==> src/hw/rtl/ray_triangle_intersection_core_macros.svh <==
// assertion helpers shared by the core
`ifndef RAY_TRIANGLE_INTERSECTION_CORE_MACROS_SVH
`define RAY_TRIANGLE_INTERSECTION_CORE_MACROS_SVH

// same-cycle implication, clocked on aclk, off during reset
`define RTI_ASSERT_IMP(name, ante, cons, msg) \
    name: assert property (@(posedge aclk) disable iff (!aresetn) (ante) |-> (cons)) \
        else $error(msg);

// next-cycle implication, clocked on aclk, off during reset
`define RTI_ASSERT_NXT(name, ante, cons, msg) \
    name: assert property (@(posedge aclk) disable iff (!aresetn) (ante) |=> (cons)) \
        else $error(msg);

`endif

==> src/hw/rtl/rti_pkg.sv <==
package rti_pkg;

    localparam int COORD_W    = 32;
    localparam int DIR_W      = 18;
    localparam int TOL_W      = 16;
    localparam int EDGE_W     = 33;
    localparam int NRM_W      = 67;
    localparam int DOT_W      = 68;
    localparam int A_W        = 102;
    localparam int B_W        = 87;
    localparam int NEGA_W     = 103;
    localparam int NUM_W      = 121;
    localparam int QUO_W      = 34;
    localparam int DIVN_W     = 122;
    localparam int DIVD_W     = 88;
    localparam int QUAD_W     = 137;
    localparam int SUM_W      = 36;
    localparam int MUL_CW     = 34;
    localparam int PIPE_DEPTH = 53;

    localparam int CFG_IDX_W  = 3;
    localparam int CFG_DATA_W = 32;

    localparam logic [CFG_IDX_W-1:0] CFG_ORIGIN_X  = 3'd0;
    localparam logic [CFG_IDX_W-1:0] CFG_ORIGIN_Y  = 3'd1;
    localparam logic [CFG_IDX_W-1:0] CFG_ORIGIN_Z  = 3'd2;
    localparam logic [CFG_IDX_W-1:0] CFG_DIR_X     = 3'd3;
    localparam logic [CFG_IDX_W-1:0] CFG_DIR_Y     = 3'd4;
    localparam logic [CFG_IDX_W-1:0] CFG_DIR_Z     = 3'd5;
    localparam logic [CFG_IDX_W-1:0] CFG_TOLERANCE = 3'd6;

    localparam logic [1:0] ST_MISS       = 2'd0;
    localparam logic [1:0] ST_HIT        = 2'd1;
    localparam logic [1:0] ST_IN_PLANE   = 2'd2;
    localparam logic [1:0] ST_DEGENERATE = 2'd3;

    localparam logic signed [SUM_W-1:0] P_MAX = 36'sd2147483647;
    localparam logic signed [SUM_W-1:0] P_MIN = -36'sd2147483648;

    typedef struct packed {
        logic deg;
        logic par;
        logic behind;
        logic azero;
    } rti_flags_t;

    typedef struct packed {
        logic [1:0]                 status;
        logic signed [COORD_W-1:0]  point_z;
        logic signed [COORD_W-1:0]  point_y;
        logic signed [COORD_W-1:0]  point_x;
    } rti_result_t;

endpackage

==> src/hw/rtl/rti_delay.sv <==
module rti_delay import rti_pkg::*; #(
    parameter int W     = 8,
    parameter int DEPTH = 2
) (
    input  logic         aclk,
    input  logic         ce,
    input  logic [W-1:0] d,
    output logic [W-1:0] q
);

    logic [W-1:0] sr_reg [DEPTH];

    always_ff @(posedge aclk) begin
        if (ce) begin
            sr_reg[0] <= d;
            for (int i = 1; i < DEPTH; i++) begin
                sr_reg[i] <= sr_reg[i-1];
            end
        end
    end

    assign q = sr_reg[DEPTH-1];

endmodule

==> config.mk <==
export PLATFORM = sky130hd
export DESIGN_NAME = rti_delay
export DESIGN_NICKNAME = d
export VERILOG_FILES = /design/src/hw/rtl/ray_triangle_intersection_core_macros.svh /design/src/hw/rtl/rti_pkg.sv /design/src/hw/rtl/rti_delay.sv
export SDC_FILE = /design/constraint.sdc
export NUM_CORES = 1
export LEC_CHECK = 0
export BUFFER_PORTS_ARGS = -buffer_cell sky130_fd_sc_hd__buf_2
export CAP_MARGIN = 20
export CORE_MARGIN = 10
export CORE_UTILIZATION = 40
export DETAILED_ROUTE_END_ITERATION = 10
export GPL_ROUTABILITY_DRIVEN = 0
export PLACE_DENSITY_LB_ADDON = 0.25
export SLEW_MARGIN = 20
export SYNTH_ARGS = -nofsm -noshare
export SYNTH_HDL_FRONTEND = slang
export SYNTH_SLANG_ARGS = --single-unit
==> constraint.sdc <==
create_clock -name aclk -period 0.8 [get_ports aclk]
set_input_delay 0.08 -clock aclk [delete_from_list [all_inputs] [get_ports aclk]]
set_output_delay 0.08 -clock aclk [all_outputs]
set_load 0.005 [all_outputs]
==> results.tsv <==
stage	metric	value	unit
outcome	run status	complete, but fails checks	
outcome	failing checks	setup timing	
yosys	sequential fraction of the synthesis area	88.9	%
timing	crit share post-route	108	%
yosys	number of enable-type register cells in the synthesized netlist	16	
yosys	leading cell types by total area after synthesis	sky130_fd_sc_hd__edfxtp_1 (89%), sky130_fd_sc_hd__buf_4 (11%)	
setup_path	WP buf/inv	1	
die	Die Ht	56.8	µm
yosys	Yosys warnings	0	
placed_design	number of input and output port buffers inserted	17	
timing	Worst Setup Slack, final	-0.0659	ns
yosys	flops & latches, synth	16	
clocking	buffers inserted during post-CTS setup optimization	0	
yosys	per-instance average area after synthesis	22.5	µm²
cells_and_area	area growth from synthesis to layout	27.8	%
setup_path	nature of the critical path startpoint	flip-flop	
die	Starting Density	42.1	%
global_route	GR Util All Layers	5.78	%
global_route	Overflow after GRT	0	
yosys	Post-Synth Simple-Gate Area	0	%
yosys	most frequently used flop master after synthesis	sky130_fd_sc_hd__edfxtp_1	
global_route	largest net degree at the start of global routing	17	
clocking	number of clock sinks seen by CTS	16	
flow_run	maxcap violations	0	
setup_path	critical-path maximum fanout	1	
yosys	post-synthesis share of cell area spent on full adders, half adders and majority gates	0	%
timing	minimum period implied by the final worst setup slack	0.866	ns
setup_path	depth of the critical timing path with buffers and inverters included	1	
setup_path	reg-to-reg endpoint	sr_reg[0][13]$_DFFE_PP_	
setup_path	crit end category	primary output	
yosys	post-synthesis mux area share	0	%
detailed_routing	routed length per instance	14.2	µm
timing	transition time at the pin with the least slew margin	0.324	ns
pwr	power density over cell area	2200	mW/mm²
yosys	library cell with the largest summed area after synthesis	sky130_fd_sc_hd__edfxtp_1	
cells_and_area	fill cell total of the finished layout	108	
setup_path	critical path start-end classification	flip-flop to primary output	
clocking	number of H-tree levels	1	
timing	final count of pins violating max slew	0	
yosys	distinct cell type count of the synthesized netlist	2	
global_route	number of global-route vias before repair	299	
yosys	combinational family with the most area after synthesis	buffers and inverters	
setup_path	logic depth of the worst register-to-register path	0	
setup_path	maximum single-stage delay on the critical path	0.37	ns
min_path	Hold Crit Endpoint	sr_reg[0][5]$_DFFE_PP_	
yosys	most instantiated cells after synthesis	sky130_fd_sc_hd__edfxtp_1 (16), sky130_fd_sc_hd__buf_4 (8)	
die	Chip Width	56.8	µm
global_route	global-route wire length before repair	1370	µm
setup_path	Critical Path Slowest Stage Cell	sky130_fd_sc_hd__edfxtp_1	
clocking	maximum clock path buffer count	2	
clocking	TritonCTS clock tree	built	
cells_and_area	diode count	0	
yosys	share of async-settable or async-resettable flops after synthesis	0	%
detailed_routing	violation count after the first detailed-route iteration	0	
clocking	cell chosen for the clock root	sky130_fd_sc_hd__clkbuf_4	
die	area of the core region	0.00128	mm²
pwr	Max VDD drop	1.15	mV
timing	setup repair after global routing missed its margin	yes	
timing	setup clock skew after layout	0.00530	ns
yosys	Syn Std Cell Area	541	µm²
setup_path	reg-to-reg slack, setup	0.16	ns
clocking	TritonCTS Buffers	3	
cells_and_area	comb_multi_in	0	
clocking	number of gates given a new drive strength after cts	0	
detailed_routing	number of nets still failing antenna checks after routing	0	
timing	final-report hold violation count	0	
setup_path	data arrival time of the critical path	0.79	ns
yosys	Compound-Gate Fraction of Synth Area	0	%
min_path	Min-Delay Path Depth	1	
die	area enclosed by the die boundary	0.00322	mm²
detailed_routing	total detailed-routing wirelength	850	µm
die	number of I/O pins	18	
detailed_routing	total via count in the routed design	263	
yosys	Yosys top cell area share	88.9	%
cells_and_area	area of the multi-input gates	0	µm²
yosys	cells after synthesis	24	
clocking	clock latency at the later pin of the worst-skew pair	0.28	ns
pwr	overall power of the completed layout	1.52	mW
setup_path	WP data required	0.72	ns
cells_and_area	Final nets	56	
yosys	nets in the synthesized netlist	34	
min_path	launch point of the worst hold path	ce	
cells_and_area	flip-flop count of the largest register, all copies and words added	16	
detailed_routing	Pre-antenna DRT Iters	1	
detailed_routing	vias per std cell	4.38	
min_path	worst min-delay path category	input pin to flip-flop	
yosys	dominant cell by count in the synthesized netlist	sky130_fd_sc_hd__edfxtp_1	
global_route	initial antenna violation count	0	
cells_and_area	proportion of layout cells with a drive suffix above 1	44.4	%
setup_path	reg2reg start	sr_reg[0][5]$_DFFE_PP_	
timing	Worst slew margin	78.4	%
cells_and_area	final core utilization	53.7	%
timing	Fmax	1150	MHz
timing	final setup violating endpoints	8	
yosys	XOR/XNOR Fraction of Synth Area	0	%
die	floorplan row count	13	
setup_path	list of cells traversed by the critical path	buf_2	
setup_path	cell class contributing the biggest share of worst-path delay	flip-flops	
detailed_routing	Post-route DRC	0	
clocking	clock input transition at the sequential cells of the worst setup and hold paths	0.09	ns
pwr	Lkg Pwr	0.272	nW
routing by layer:
layer  share of wire (%)  global-route usage (%)
met4                 3.4                    5.03
met1                  36                    4.36
met3                  18                    4.94
met2                  43                    8.93
met5                   0                       0
final cells by class:
type,instances,area [µm²],area share (%)
flip-flops and latches,16,480,69.6
repair buffers,25,165,23.9
clock buffers,3,22.5,3.26
well taps,15,18.8,2.72
clock inverters,1,3.75,0.543
kinds of logic after synthesis:
logic type,count (synthesis)
DFF,16
buffers and inverters,8
cells in the final DEF (no fill, tap or decap), drive strengths merged:
| cell | netlist | final |
|---|---|---|
| buf | 8 | 17 |
| edfxtp | 16 | 16 |
| dlygate4sd3 | 0 | 8 |
| clkbuf | 0 | 3 |
| clkinv | 0 | 1 |
repair_timing:
item | in CTS | in global routing
hold endpoints to repair | 8 | 0
hold buffers | 8 | 0
endpoints found under the setup margin | 8 | 8
how the worst max path moves through the flow:
| stage | from | endpoint |
|---|---|---|
| 2_1_floorplan | sr_reg[0][2]$_DFFE_PP_ | sr_reg[0][10]$_DFFE_PP_ |
| 3_3_place_gp | ce | sr_reg[0][13]$_DFFE_PP_ |
| 3_5_place_dp | ce | sr_reg[0][9]$_DFFE_PP_ |
| 4_1_cts | sr_reg[0][14]$_DFFE_PP_ | q[6] |
| 5_1_grt | sr_reg[0][9]$_DFFE_PP_ | q[1] |
| 6_report | sr_reg[0][9]$_DFFE_PP_ | q[1] |
power breakdown:
group	internal, mW	switching, mW	total [mW]
registers	0.993	0.0140	1.01
logic	0.0574	0.0391	0.0965
clock network	0.181	0.238	0.419
total	1.23	0.291	1.52
per-stage QoR:
stage          hold slack (ns)  instance area, µm²  cells  worst slack, ns  setup TNS [ns]
2_1_floorplan            0.179                 541     24            0.211               0
3_3_place_gp             0.257                 584     48            0.111               0
3_5_place_dp             0.258                 584     48           0.0766               0
4_1_cts                  0.212                 691     60          -0.0784          -0.548
5_1_grt                  0.194                 691     60           -0.132          -0.875
6_report                 0.207                 691     60          -0.0659          -0.446
Note: power is estimated with default switching activity, not from simulation.
