**config.mk**
```make
export PLATFORM = sky130hd
export DESIGN_NAME = rti_mul
export DESIGN_NICKNAME = d
export VERILOG_FILES = /design/src/hw/rtl/ray_triangle_intersection_core_macros.svh /design/src/hw/rtl/rti_pkg.sv /design/src/hw/rtl/rti_mul.sv
export SDC_FILE = /design/constraint.sdc
export NUM_CORES = 2
export LEC_CHECK = 0
export ABC_AREA = 1
export BUFFER_PORTS_ARGS = -buffer_cell sky130_fd_sc_hd__buf_2
export CORE_ASPECT_RATIO = 0.8
export CORE_MARGIN = 2
export CORE_UTILIZATION = 65
export CTS_CLUSTER_DIAMETER = 120
export DETAILED_ROUTE_END_ITERATION = 7
export PLACE_DENSITY = 0.84
export RECOVER_POWER = 25
export SETUP_SLACK_MARGIN = 0.2
export SLEW_MARGIN = 20
export SYNTH_ARGS = -nofsm -noshare
export SYNTH_HDL_FRONTEND = slang
export SYNTH_SLANG_ARGS = --single-unit
```
**constraint.sdc**
```tcl
create_clock -name aclk -period 17 [get_ports aclk]
set_input_delay 1.7 -clock aclk [delete_from_list [all_inputs] [get_ports aclk]]
set_output_delay 1.7 -clock aclk [all_outputs]
set_load 0.01 [all_outputs]
```
**src/hw/rtl/ray_triangle_intersection_core_macros.svh**
```systemverilog
// assertion helpers shared by the core
`ifndef RAY_TRIANGLE_INTERSECTION_CORE_MACROS_SVH
`define RAY_TRIANGLE_INTERSECTION_CORE_MACROS_SVH

// same-cycle implication, clocked on aclk, off during reset
`define RTI_ASSERT_IMP(name, ante, cons, msg) \
    name: assert property (@(posedge aclk) disable iff (!aresetn) (ante) |-> (cons)) \
        else $error(msg);

// next-cycle implication, clocked on aclk, off during reset
`define RTI_ASSERT_NXT(name, ante, cons, msg) \
    name: assert property (@(posedge aclk) disable iff (!aresetn) (ante) |=> (cons)) \
        else $error(msg);

`endif

```
**src/hw/rtl/rti_pkg.sv**
```systemverilog
package rti_pkg;

    localparam int COORD_W    = 32;
    localparam int DIR_W      = 18;
    localparam int TOL_W      = 16;
    localparam int EDGE_W     = 33;
    localparam int NRM_W      = 67;
    localparam int DOT_W      = 68;
    localparam int A_W        = 102;
    localparam int B_W        = 87;
    localparam int NEGA_W     = 103;
    localparam int NUM_W      = 121;
    localparam int QUO_W      = 34;
    localparam int DIVN_W     = 122;
    localparam int DIVD_W     = 88;
    localparam int QUAD_W     = 137;
    localparam int SUM_W      = 36;
    localparam int MUL_CW     = 34;
    localparam int PIPE_DEPTH = 53;

    localparam int CFG_IDX_W  = 3;
    localparam int CFG_DATA_W = 32;

    localparam logic [CFG_IDX_W-1:0] CFG_ORIGIN_X  = 3'd0;
    localparam logic [CFG_IDX_W-1:0] CFG_ORIGIN_Y  = 3'd1;
    localparam logic [CFG_IDX_W-1:0] CFG_ORIGIN_Z  = 3'd2;
    localparam logic [CFG_IDX_W-1:0] CFG_DIR_X     = 3'd3;
    localparam logic [CFG_IDX_W-1:0] CFG_DIR_Y     = 3'd4;
    localparam logic [CFG_IDX_W-1:0] CFG_DIR_Z     = 3'd5;
    localparam logic [CFG_IDX_W-1:0] CFG_TOLERANCE = 3'd6;

    localparam logic [1:0] ST_MISS       = 2'd0;
    localparam logic [1:0] ST_HIT        = 2'd1;
    localparam logic [1:0] ST_IN_PLANE   = 2'd2;
    localparam logic [1:0] ST_DEGENERATE = 2'd3;

    localparam logic signed [SUM_W-1:0] P_MAX = 36'sd2147483647;
    localparam logic signed [SUM_W-1:0] P_MIN = -36'sd2147483648;

    typedef struct packed {
        logic deg;
        logic par;
        logic behind;
        logic azero;
    } rti_flags_t;

    typedef struct packed {
        logic [1:0]                 status;
        logic signed [COORD_W-1:0]  point_z;
        logic signed [COORD_W-1:0]  point_y;
        logic signed [COORD_W-1:0]  point_x;
    } rti_result_t;

endpackage

```
**src/hw/rtl/rti_mul.sv**
```systemverilog
module rti_mul import rti_pkg::*; #(
    parameter int AW = 33,
    parameter int BW = 33
) (
    input  logic                    aclk,
    input  logic                    ce,
    input  logic signed [AW-1:0]    a,
    input  logic signed [BW-1:0]    b,
    output logic signed [AW+BW-1:0] p
);

    localparam int NA  = (AW + MUL_CW - 1) / MUL_CW;
    localparam int NB  = (BW + MUL_CW - 1) / MUL_CW;
    localparam int PW  = AW + BW;
    localparam int PPW = 2 * MUL_CW + 2;

    logic signed [NA*MUL_CW-1:0] a_ext;
    logic signed [NB*MUL_CW-1:0] b_ext;
    logic signed [MUL_CW:0]      a_part [NA];
    logic signed [MUL_CW:0]      b_part [NB];
    logic signed [PPW-1:0]       pp_reg [NA][NB];
    logic signed [PW-1:0]        term;
    logic signed [PW-1:0]        acc;
    logic signed [PW-1:0]        p_reg;

    assign a_ext = (NA*MUL_CW)'(a);
    assign b_ext = (NB*MUL_CW)'(b);

    // low chunks are unsigned, only the top chunk carries the sign
    always_comb begin
        for (int i = 0; i < NA; i++) begin
            if (i == NA - 1) begin
                a_part[i] = {a_ext[NA*MUL_CW-1], a_ext[i*MUL_CW +: MUL_CW]};
            end else begin
                a_part[i] = {1'b0, a_ext[i*MUL_CW +: MUL_CW]};
            end
        end
        for (int j = 0; j < NB; j++) begin
            if (j == NB - 1) begin
                b_part[j] = {b_ext[NB*MUL_CW-1], b_ext[j*MUL_CW +: MUL_CW]};
            end else begin
                b_part[j] = {1'b0, b_ext[j*MUL_CW +: MUL_CW]};
            end
        end
    end

    always_ff @(posedge aclk) begin
        if (ce) begin
            for (int i = 0; i < NA; i++) begin
                for (int j = 0; j < NB; j++) begin
                    pp_reg[i][j] <= a_part[i] * b_part[j];
                end
            end
        end
    end

    always_comb begin
        acc  = '0;
        term = '0;
        for (int i = 0; i < NA; i++) begin
            for (int j = 0; j < NB; j++) begin
                term = PW'(pp_reg[i][j]);
                term = term << ((i + j) * MUL_CW);
                acc  = acc + term;
            end
        end
    end

    always_ff @(posedge aclk) begin
        if (ce) begin
            p_reg <= acc;
        end
    end

    assign p = p_reg;

endmodule

```
==> summary.md <==
| Metric | Value |
|---|---|
| Outcome | `finished with violations` |
| Violated checks | `max-capacitance violations, max-slew violations` |
| Hold endpoint | `p[40]` |
| Area contributors post-synth | `fa_1 (50%), inv_1 (15%), nand2_1 (12%)` |
| Yosys top cell by area | `fa_1` |
| Drt wl/cell | `about 19 µm` |
| Worst-Margin Slew | `2.59 ns` |
| Wire length on met1 | `approximately 44,000 µm` |
| Share of Yosys cell area claimed by the top area cell type | `between 50% and 60%` |
| Clock slew seen by the registers of the worst setup and hold paths | `about 0.060 ns` |
| Crit share post-route | `54.3%` |
| Top FF cell, synth | `edfxtp_1` |
| Hold Vio Cnt, Final | `0` |
| Final Max Tran Viols | `85` |
| Synth-to-layout area growth | `3.34%` |
| Min-delay src | `pp_reg[0][40]` |
| # rows | `between 80 and 90` |
| Post-CTS Setup Bufs | `0` |
| CP Launch Type | `input pin` |
| Total congestion overflow | `0` |
| Fin Setup TNS | `0 ns` |
| Core footprint | `~69,000 µm²` |
| Clk sinks | `around 130` |
| Register-to-Register Setup Slack | `approximately 16 ns` |
| CTS HTree Levels | `4` |
| First-pass GRT wire length | `approximately 200,000 µm` |
| Routability Congestion | `about 0.97` |
| Worst hold stages | `0` |
| Worst min path class | `flop to flop` |
| Vias after detailed routing | `approximately 34,000` |
| Worst setup path startpoint | `a[0]` |
| TritonCTS buffer count | `17` |
| Largest net degree at the start of global routing | `between 80 and 90` |
| Total die area | `72,300 µm²` |
| Worst reg-to-reg path cell count | `0` |
| Chip width | `roughly 300 µm` |
| Warnings, synthesis | `0` |
| Final Net Count | `a little under 7,000` |
| Vias in the first global route | `38,000` |
| Uppermost layer routed | `met5` |
| # port buffers | `133` |
| Total wire length | `about 120,000 µm` |
| Asr flop ratio synth | `0%` |
| Cts hold-fix bufs | `0` |
| Min Clock Period, post-route | `roughly 9.2 ns` |
| Die height | `roughly 240 µm` |
| Cells after Synth | `around 5,500` |
| Synthesized area per cell | `8.24 µm²` |
| DRC | `0` |
| Max-cap viol count | `2` |
| Reg2reg end | `p[62]` |
| Root Buffer | `clkbuf_16` |
| Vias per inst | `roughly 5.4` |
| Setup crit end kind | `flop` |
| Total GRT Usage | `around a third` |
| Layout cells sized above 1 | `under 10%` |
| CTS tree | `built` |
| Worst Skew | `0.0178 ns` |
| Met2 wire length | `about 57,000 µm` |
| Sequential share of the synthesized area | `under 10%` |
| Ports | `~130` |
| Post-CTS Resized | `0` |
| Number of fillers in the final layout | `5,385` |
| CP Class | `input pin to flop` |
| Maximum clock insertion buffer count | `2` |
| Initial antenna violation count | `5` |
| Critical path peak fanout | `33` |
| Worst Path Arrival | `9.41 ns` |
| Yosys reg bits | `about 130` |
| EDFF count, synth | `about 130` |
| Required time at the endpoint of the critical path | `17.18 ns` |
| Synthesized area | `~46,000 µm²` |
| Slew margin rel. | `-72.5%` |
| TritonRoute pass-1 iters | `6` |
| WL met3 | `12,800 µm` |
| 1st-iter DRT viols | `between 3,000 and 4,000` |
| Clock latency on the worst-skew pair | `approximately 0.44 ns` |
| Post-synth cell types | `31` |
| Worst flop-to-flop path startpoint | `pp_reg[0][62]` |
| Mapped Nets | `6,959` |
| Endpoints failing setup | `0` |
| RSZ-0062 raised after global routing | `no` |
| Antenna viol nets, final | `0` |
| Fmax | `between 100 and 150 MHz` |
| DP HPWL | `around 98,000 µm` |
| Starting Density | `approximately two thirds` |
==> per-stage QoR <==
step / setup slack (ns) / cells / cell area, µm² / hold slack (ns) / utilization, %
finish: 7.78 / 6378 / 47100 / 0.418 / 68.2
global route: 7.45 / 6375 / 47100 / 0.423 / 68.2
CTS: 7.80 / 6374 / 47100 / 0.418 / 68.2
detailed placement: 7.35 / 6344 / 46600 / 0.405 / 67.4
global placement: 7.47 / 6344 / 46600 / 0.401 / 67.4
floorplan: 8.38 / 5529 / 45600 / 0.400 / -
==> layout by cell type, fill, tap and decap left out, types with 4 or more instances in the layout <==
master and count:
o21bai_1 18, o21ai_0 31, inv_1 1847, buf_4 20, diode_2 4, nor3_1 9, clkbuf_16 17, xor2_1 34
nand3_2 7, nor2_1 117, buf_2 132, nand3_1 72, clkbuf_1 5, a21oi_1 76, nand2_2 27, edfxtp_1 132
ha_1 217, o21ai_1 5, nor2_2 27, or2_2 5, xnor2_1 6, nand4_1 20, fa_1 1144, nand2_1 1456
==> kinds of logic after synthesis <==
logic type               after synthesis  synth area share (%)
AO/OA/AOI/OAI                        138                  1.67
XOR/XNOR                              40                 0.769
adder cells (fa/ha/maj)             1362                  56.3
buffers and inverters               2112                  17.4
flip-flops                           132                  8.70
AND/OR/NAND/NOR                     1745                  15.2
==> critical path: stages <==
cell,delay [ns]
buf_2,0.08
clkbuf_1,1.46
or2_2,0.32
fa_1,0.43
fa_1,0.48
inv_1,0.05
fa_1,0.51
fa_1,0.45
fa_1,0.55
fa_1,0.44
fa_1,0.50
inv_1,0.06
fa_1,0.51
inv_1,0.05
ha_1,0.36
a21oi_1,0.30
o21ai_0,0.24
inv_1,0.14
nand2_1,0.10
a21oi_1,0.18
nand2_2,0.17
nand2_1,0.12
nand2_1,0.05
nand2_1,0.05
nand2_1,0.05
==> synthesized netlist by cell type, types with 27 or more instances <==
cell type and count:
xor2_1 34, nor2_2 27, fa_1 1145, ha_1 217, inv_1 1848, nand2_1 1456
nand3_1 72, nor2_1 117, nand2_2 27, edfxtp_1 132, o21ai_0 31, a21oi_1 76
clkbuf_1 261
==> cell type report <==
type	count	area [µm²]	share of cell area, %
Multi-Input combinational cell	3285	33700	71.5
Inverter	1849	6940	14.7
Sequential cell	132	3960	8.42
Tap cell	924	1160	2.45
Timing Repair Buffer	154	818	1.74
Clock buffer	20	437	0.927
Clock inverter	10	87.6	0.186
Antenna cell	4	10.0	0.0213
==> how the worst max path moves through the flow <==
stage,endpoint
floorplan,pp_reg[0][64]
global placement,pp_reg[0][59]
detailed placement,pp_reg[0][60]
CTS,pp_reg[0][59]
global route,pp_reg[0][60]
finish,pp_reg[0][37]
==> layer usage <==
metal | GRT usage (%) | vias up
met5 | 0 | -
met4 | 13.3 | 4
met3 | 7.25 | 400
met2 | 58.9 | 2053
met1 | 46.1 | 17000
li1 | - | 15000
Power is left out: the tool's default activity adds up to more than one toggle a clock period on the data nets, which glitch-free logic cannot reach.
