`config.mk`:
```
export PLATFORM = sky130hd
export DESIGN_NAME = rti_skid
export DESIGN_NICKNAME = d
export VERILOG_FILES = /design/src/hw/rtl/ray_triangle_intersection_core_macros.svh /design/src/hw/rtl/rti_pkg.sv /design/src/hw/rtl/rti_skid.sv
export SDC_FILE = /design/constraint.sdc
export NUM_CORES = 1
export LEC_CHECK = 0
export BUFFER_PORTS_ARGS = -buffer_cell sky130_fd_sc_hd__buf_2
export CAP_MARGIN = 20
export CORE_MARGIN = 10
export CORE_UTILIZATION = 30
export CTS_BUF_LIST = sky130_fd_sc_hd__clkbuf_8
export CTS_CLUSTER_DIAMETER = 50
export DETAILED_ROUTE_END_ITERATION = 8
export GPL_TIMING_DRIVEN = 0
export SKIP_LAST_GASP = 1
export SLEW_MARGIN = 20
export SYNTH_ARGS = -nofsm -noshare
export SYNTH_HDL_FRONTEND = slang
export SYNTH_SLANG_ARGS = --single-unit
```
`constraint.sdc`:
```
create_clock -name aclk -period 8.95 [get_ports aclk]
set_input_delay 0.895 -clock aclk [delete_from_list [all_inputs] [get_ports aclk]]
set_output_delay 0.895 -clock aclk [all_outputs]
set_load 0.05 [all_outputs]
```
`src/hw/rtl/ray_triangle_intersection_core_macros.svh`:
```
// assertion helpers shared by the core
`ifndef RAY_TRIANGLE_INTERSECTION_CORE_MACROS_SVH
`define RAY_TRIANGLE_INTERSECTION_CORE_MACROS_SVH

// same-cycle implication, clocked on aclk, off during reset
`define RTI_ASSERT_IMP(name, ante, cons, msg) \
    name: assert property (@(posedge aclk) disable iff (!aresetn) (ante) |-> (cons)) \
        else $error(msg);

// next-cycle implication, clocked on aclk, off during reset
`define RTI_ASSERT_NXT(name, ante, cons, msg) \
    name: assert property (@(posedge aclk) disable iff (!aresetn) (ante) |=> (cons)) \
        else $error(msg);

`endif

```
`src/hw/rtl/rti_pkg.sv`:
```
package rti_pkg;

    localparam int COORD_W    = 32;
    localparam int DIR_W      = 18;
    localparam int TOL_W      = 16;
    localparam int EDGE_W     = 33;
    localparam int NRM_W      = 67;
    localparam int DOT_W      = 68;
    localparam int A_W        = 102;
    localparam int B_W        = 87;
    localparam int NEGA_W     = 103;
    localparam int NUM_W      = 121;
    localparam int QUO_W      = 34;
    localparam int DIVN_W     = 122;
    localparam int DIVD_W     = 88;
    localparam int QUAD_W     = 137;
    localparam int SUM_W      = 36;
    localparam int MUL_CW     = 34;
    localparam int PIPE_DEPTH = 53;

    localparam int CFG_IDX_W  = 3;
    localparam int CFG_DATA_W = 32;

    localparam logic [CFG_IDX_W-1:0] CFG_ORIGIN_X  = 3'd0;
    localparam logic [CFG_IDX_W-1:0] CFG_ORIGIN_Y  = 3'd1;
    localparam logic [CFG_IDX_W-1:0] CFG_ORIGIN_Z  = 3'd2;
    localparam logic [CFG_IDX_W-1:0] CFG_DIR_X     = 3'd3;
    localparam logic [CFG_IDX_W-1:0] CFG_DIR_Y     = 3'd4;
    localparam logic [CFG_IDX_W-1:0] CFG_DIR_Z     = 3'd5;
    localparam logic [CFG_IDX_W-1:0] CFG_TOLERANCE = 3'd6;

    localparam logic [1:0] ST_MISS       = 2'd0;
    localparam logic [1:0] ST_HIT        = 2'd1;
    localparam logic [1:0] ST_IN_PLANE   = 2'd2;
    localparam logic [1:0] ST_DEGENERATE = 2'd3;

    localparam logic signed [SUM_W-1:0] P_MAX = 36'sd2147483647;
    localparam logic signed [SUM_W-1:0] P_MIN = -36'sd2147483648;

    typedef struct packed {
        logic deg;
        logic par;
        logic behind;
        logic azero;
    } rti_flags_t;

    typedef struct packed {
        logic [1:0]                 status;
        logic signed [COORD_W-1:0]  point_z;
        logic signed [COORD_W-1:0]  point_y;
        logic signed [COORD_W-1:0]  point_x;
    } rti_result_t;

endpackage

```
`src/hw/rtl/rti_skid.sv`:
```
module rti_skid import rti_pkg::*; (
    input  logic        aclk,
    input  logic        aresetn,
    input  logic        in_valid,
    output logic        in_ready,
    input  rti_result_t in_item,
    output logic        out_valid,
    input  logic        out_ready,
    output rti_result_t out_item
);

    logic        out_valid_reg;
    logic        skid_valid_reg;
    rti_result_t out_item_reg;
    rti_result_t skid_item_reg;

    always_ff @(posedge aclk) begin
        if (!aresetn) begin
            out_valid_reg  <= 1'b0;
            skid_valid_reg <= 1'b0;
        end else if (out_ready || !out_valid_reg) begin
            if (skid_valid_reg) begin
                out_valid_reg  <= 1'b1;
                out_item_reg   <= skid_item_reg;
                skid_valid_reg <= 1'b0;
            end else begin
                out_valid_reg <= in_valid;
                out_item_reg  <= in_item;
            end
        end else if (in_valid && !skid_valid_reg) begin
            // output is held, park the transfer
            skid_valid_reg <= 1'b1;
            skid_item_reg  <= in_item;
        end
    end

    assign in_ready  = !skid_valid_reg;
    assign out_valid = out_valid_reg;
    assign out_item  = out_item_reg;

endmodule

```
==> results of run 1 <==
-- per-layer routing --
layer  wire [µm]  global-route usage, %
met1        6730                   12.2
met2        8000                   17.8
met3        1320                   4.25
met4         247                   3.71
met5          23                      0
-- placed cells by master, fill, tap and decap left out, drive strengths merged, types with 2 or more instances in the layout --
cell type and count:
bufinv 3, clkbuf 17, diode 3, mux2 98, dfxtp 2, inv 6, clkinv 6, buf 226
edfxtp 196
-- final cells by class --
cell class | count | area (µm²)
Clock buffer | 17 | 234
Clock inverter | 15 | 161
Fill cell | 2207 | 14400
Inverter | 1 | 3.75
Multi-Input combinational cell | 105 | 1150
Buffer | 11 | 118
Tap cell | 319 | 399
Timing Repair Buffer | 215 | 1150
Antenna cell | 3 | 7.51
Sequential cell | 198 | 5930
-- worst max-delay path, stage by stage (launching register included) --
cell	delay, ns
dfxtp_1	0.36
buf_6	0.22
buf_6	0.18
inv_1	0.04
buf_2	0.20
-- through the flow --
step	power [W]	hold slack, ns
6_report	0.00186	0.548
4_1_cts	0.00190	0.551
5_1_grt	0.00194	0.562
3_5_place_dp	0.00131	0.531
2_1_floorplan	0.00124	0.523
3_3_place_gp	0.00130	0.528
-- worst min path at each step --
| stage | start | endpoint | slack (ns) |
|---|---|---|---|
| 6_report | skid_item_reg[83] | out_item[83] | 0.55 |
| 3_3_place_gp | skid_item_reg[92] | out_item[92] | 0.53 |
| 5_1_grt | skid_item_reg[83] | out_item[83] | 0.56 |
| 4_1_cts | skid_item_reg[83] | out_item[83] | 0.55 |
| 3_5_place_dp | skid_item_reg[75] | out_item[75] | 0.53 |
| 2_1_floorplan | skid_item_reg[95] | out_item[95] | 0.52 |
-- logic make-up (layout without fill, tap and decap cells) --
family | count (synthesis) | count (layout) | share of synthesized area, %
flops | 198 | 198 | 82.4
mux | 98 | 98 | 15.3
buf+inv | 12 | 259 | 1.69
simple gates | 6 | 6 | 0.452
compound gates | 1 | 1 | 0.104
other cells | 0 | 3 | 0
-- power by group through the flow --
stage                     logic (W)  clock network [W]  registers (W)
final                      0.000213           0.000581        0.00107
after global routing       0.000226           0.000642        0.00107
after CTS                  0.000217           0.000609        0.00107
after detailed placement   0.000217                  0        0.00109
after global placement     0.000207                  0        0.00110
after floorplan           0.0000416                  0        0.00119
==> results.yml, run 1 <==
detailed_routing:
  ant_nets: 0
  drc: 0
  wl_per_cell_um: 18.5
  drt_iter0_drc: 236
  vias_per_cell: 4.22
  totalWireLength_um: 16300
  vias: 3734
  first_pass_iters: 4
global_routing:
  grt.overflow.total: 0
  grt_pass1_vias: 4302
  grtUsageTotal_pct: 10.7
  grt_max_degree: 40
  grt_antenna_before_repair: 5
  grt_pass1_wl_um: 25300
critical_path:
  r2r-start: "skid_valid_reg"
  r2r-end: "skid_item_reg[42]"
  reg2reg_depth: 7
  cp_data_arrival_time_ns: 1.46
  r2r_slack_ns: 6.83
  worstPathRequired_ns: 8.06
  critPathLaunch: "skid_valid_reg"
  cp-end-kind: "output port"
  startpoint_type: "flip-flop"
  crit_end: "in_ready"
  crit_type: "reg2out"
  crit_fanout: 10
job:
  maxCapViolCount: 0
yosys:
  synth.net_count: 417
  synthFlopType: "edfxtp_1"
  ys_seq_area_share_pct: 82.4
  async_flop_share_pct: 0
  netlist_area_um2: 7190
  netlist.area_leader.share_pct: 81.9
  synth_common_cells: "196 x edfxtp_1, 98 x mux2_2, 10 x buf_6"
  synthCells: 315
  yosys.area.top_type: "edfxtp_1"
  synth_area_leaders: "edfxtp_1 82%, mux2_2 15%, buf_6 1.6%, dfxtp_1 0.56%, a21boi_0 0.10%"
  syn_area_per_cell_um2: 22.8
  synth_edf_count: 196
  yosysWarningCount: 0
  synth_seq_cells: 198
  yosysMostFrequentCell: "edfxtp_1"
  synth_cell_types: 13
sta:
  fmax_mhz: 425
  rsz0062_at_grt: "false"
  relSlewSlack_pct: 73.4
  fin_skew_ns: 0.0133
  setup_tns_ns: 0
  hold_viol: 0
  tightest_slew_ns: 0.397
  min_period_over_period_pct: 26.3
  slew_viol_final: 0
  finalSetupViolations: 0
  period_needed_ns: 2.35
  setup_slack_ns: 6.60
clock_tree:
  cts_hold_buf: 0
  clock_latency_ns: 0.45
  cts-root-buf: "clkbuf_8"
  cts_resized: 0
  postCtsSetupRepairBufs: 0
  cts_buffer_depth: 2
  clk_pin_slew_ns: 0.09
  htreeDepth: 4
  cts_buffers: 17
  cts.sinks: 198
  cts_tree: "yes"
floorplanning:
  die_x_um: 175
  die_area_um2: 30600
  rows: 56
  ios: 202
  fp.dieH_um: 175
  start_util_pct: 30.5
  design.core.area_um2: 23500
final_layout:
  stdcell_count: 884
  layout-drive-gt1-share_pct: 62.8
  synthToLayoutAreaGrowth_pct: 27.2
  final_area_um2: 9150
  layout.nets: 651
  final_util_pct: 38.9
placed_design:
  dp_hpwl_um: 12200
  dp.cells: 849
  io_buffer_count: 201
  pre_cts_ws_ns: 6.18
  placedInstanceArea_um2: 8740
  place.gp.congestion: 0.726
power:
  pwr-share-comb_pct: 11.4
  power_frac_seq_pct: 57.4
  powerDensity_nw_per_um2: 204
  power.share.clock_pct: 31.2
  ir_worst_vdd_uv: 88.2
  power.switching_w: 0.000468
  leakage_nw: 3.37
  intPower_w: 0.00140
  swShare_pct: 25.1
hold_path:
  hold_path_class: "reg2reg"
  holdPathStages: 1
run_status:
  run_status: "completed"
(Power assumes the default switching activity.)
==> run 2: changes to the inputs <==
Clock period 8.95 ns to 1.9 ns, I/O delays scaled along.
==> results.yml, run 2 (synthesized netlist as in run 1, its figures left out) <==
global_routing:
  grt.overflow.total: 0
  grt_pass1_vias: 4733
  grt_pass1_wl_um: 26800
  grt_antenna_before_repair: 1
  grtUsageTotal_pct: 11.1
  grt_max_degree: 45
detailed_routing:
  drt_iter0_drc: 184
  drc: 0
  ant_nets: 0
  totalWireLength_um: 17100
  wl_per_cell_um: 17.4
  vias_per_cell: 4.22
  first_pass_iters: 4
  vias: 4131
power:
  intPower_w: 0.00647
  power_frac_seq_pct: 57.3
  swShare_pct: 26.4
  ir_worst_vdd_uv: 352
  leakage_nw: 3.78
  powerDensity_nw_per_um2: 863
  pwr-share-comb_pct: 13.4
  power.share.clock_pct: 29.3
  p_total_w: 0.00879
  power.switching_w: 0.00232
job:
  maxCapViolCount: 0
final_layout:
  layout-drive-gt1-share_pct: 53.5
  synthToLayoutAreaGrowth_pct: 41.7
  final_cell_mix: "202 x buf_2, 196 x edfxtp_1, 101 x dlygate4sd3_1"
  layout.nets: 749
  final_common_cell: "buf_2"
  fillers: 2091
clock_tree:
  clk_pin_slew_ns: 0.10
  htreeDepth: 4
  cts_buffers: 17
  clock_latency_ns: 0.45
  cts_buffer_depth: 2
  cts.sinks: 198
  cts_resized: 0
  cts_tree: "yes"
  cts-root-buf: "clkbuf_8"
critical_path:
  crit_chain: "buf_6 -> buf_8 -> nor3_4 -> buf_8 -> buf_16 -> buf_8"
  startpoint_type: "flip-flop"
  cp_common_cell: "buf_8"
  worstPathRequired_ns: 2.06
  critPathSlowestCell: "dfxtp_1"
  max_stage_delay_ns: 0.34
  crit_type: "reg2reg"
  crit_fanout: 15
  r2r_slack_ns: 0.11
  crit_family: "buffers and inverters"
  worst-path-buf-inv: 5
  cp_data_arrival_time_ns: 1.95
  cp-end-kind: "flip-flop"
placed_design:
  dp_hpwl_um: 11800
  io_buffer_count: 201
  place.gp.congestion: 0.730
floorplanning:
  die_x_um: 175
  design.core.area_um2: 23500
  rows: 56
  ios: 202
  die_area_um2: 30600
  start_util_pct: 30.5
  fp.dieH_um: 175
sta:
  slew_viol_final: 0
  fin_skew_ns: 0.0132
  hold_viol: 0
  min_period_over_period_pct: 94.4
  fmax_mhz: 557
  setup_tns_ns: 0
  period_needed_ns: 1.79
  tightest_slew_ns: 0.310
  relSlewSlack_pct: 79.3
  rsz0062_at_grt: "false"
  finalSetupViolations: 0
hold_path:
  hold_path_class: "in2reg"
run_status:
  run_status: "completed"
-- run 2: cell count changes in the layout (fill, tap and decap cells not counted), sizes merged --
cell	change
diode	-2
bufinv	-2
inv	+2
dlygate4sd3	+101
clkinvlp	+3
clkinv	-3
buf	-3
-- run 2: final timing paths --
| path | from | to | cells after the start |
|---|---|---|---|
| worst min register to register | skid_item_reg[29] | out_item[29] | 1 |
| worst max-delay path | skid_valid_reg | skid_item_reg[76] | 6 |
| worst min-delay path | in_valid | out_valid | 3 |
| worst max register to register | skid_valid_reg | skid_item_reg[76] | 6 |
-- run 2: final cells by class --
type,count,area (µm²),area share [%]
diodes,1,2.50,0.0246
flip-flops and latches,198,5930,58.2
repair buffers,313,2210,21.6
inverters,1,3.75,0.0368
clock buffers,17,234,2.30
multi-input cells,105,1160,11.4
plain buffers,11,121,1.19
well taps,319,399,3.92
clock inverters,15,129,1.26
-- run 2: power groups by stage --
stage	registers [W]	clock network, W	logic (W)
after floorplan	0.00561	0	0.000201
after global placement	0.00514	0	0.000981
after detailed placement	0.00513	0	0.00103
after CTS	0.00504	0.00270	0.00120
after global routing	0.00505	0.00283	0.00125
final	0.00503	0.00258	0.00118
-- run 2: worst reg2reg max path: stages, from the launching register on --
cell	delay, ns
dfxtp_1	0.34
buf_6	0.17
buf_8	0.16
nor3_4	0.27
buf_8	0.22
buf_16	0.17
buf_8	0.17
-- run 2: routing by layer --
metal / up-vias / wire (µm) / share of wire (%) / track usage (%)
li1: 1922 / - / - / -
met1: 2067 / 7040 / 41 / 12.6
met2: 133 / 8780 / 51 / 19.0
met3: 9 / 1140 / 6.6 / 4.29
met4: 0 / 146 / 0.85 / 3.04
met5: - / 0 / 0 / 0
-- run 2: timing repair --
| item | 4_1_cts | 5_1_grt |
|---|---|---|
| endpoints found under the hold margin | 100 | 0 |
| setup buffers | 2 | 0 |
| setup endpoints to repair | 54 | 0 |
| hold buffers | 101 | 0 |
-- run 2: through the flow --
step	cell area (µm²)	setup slack, ns	hold WS, ns	util (%)	instances
6_report	10200	0.106	0.0808	43.3	980
4_1_cts	10200	0.0470	0.0341	43.3	979
3_5_place_dp	8800	-0.218	0.382	37.4	844
2_1_floorplan	7220	-1.47	0.289	-	315
5_1_grt	10200	0.0137	0.0540	43.3	980
3_3_place_gp	8620	-2.75	0.380	36.6	835
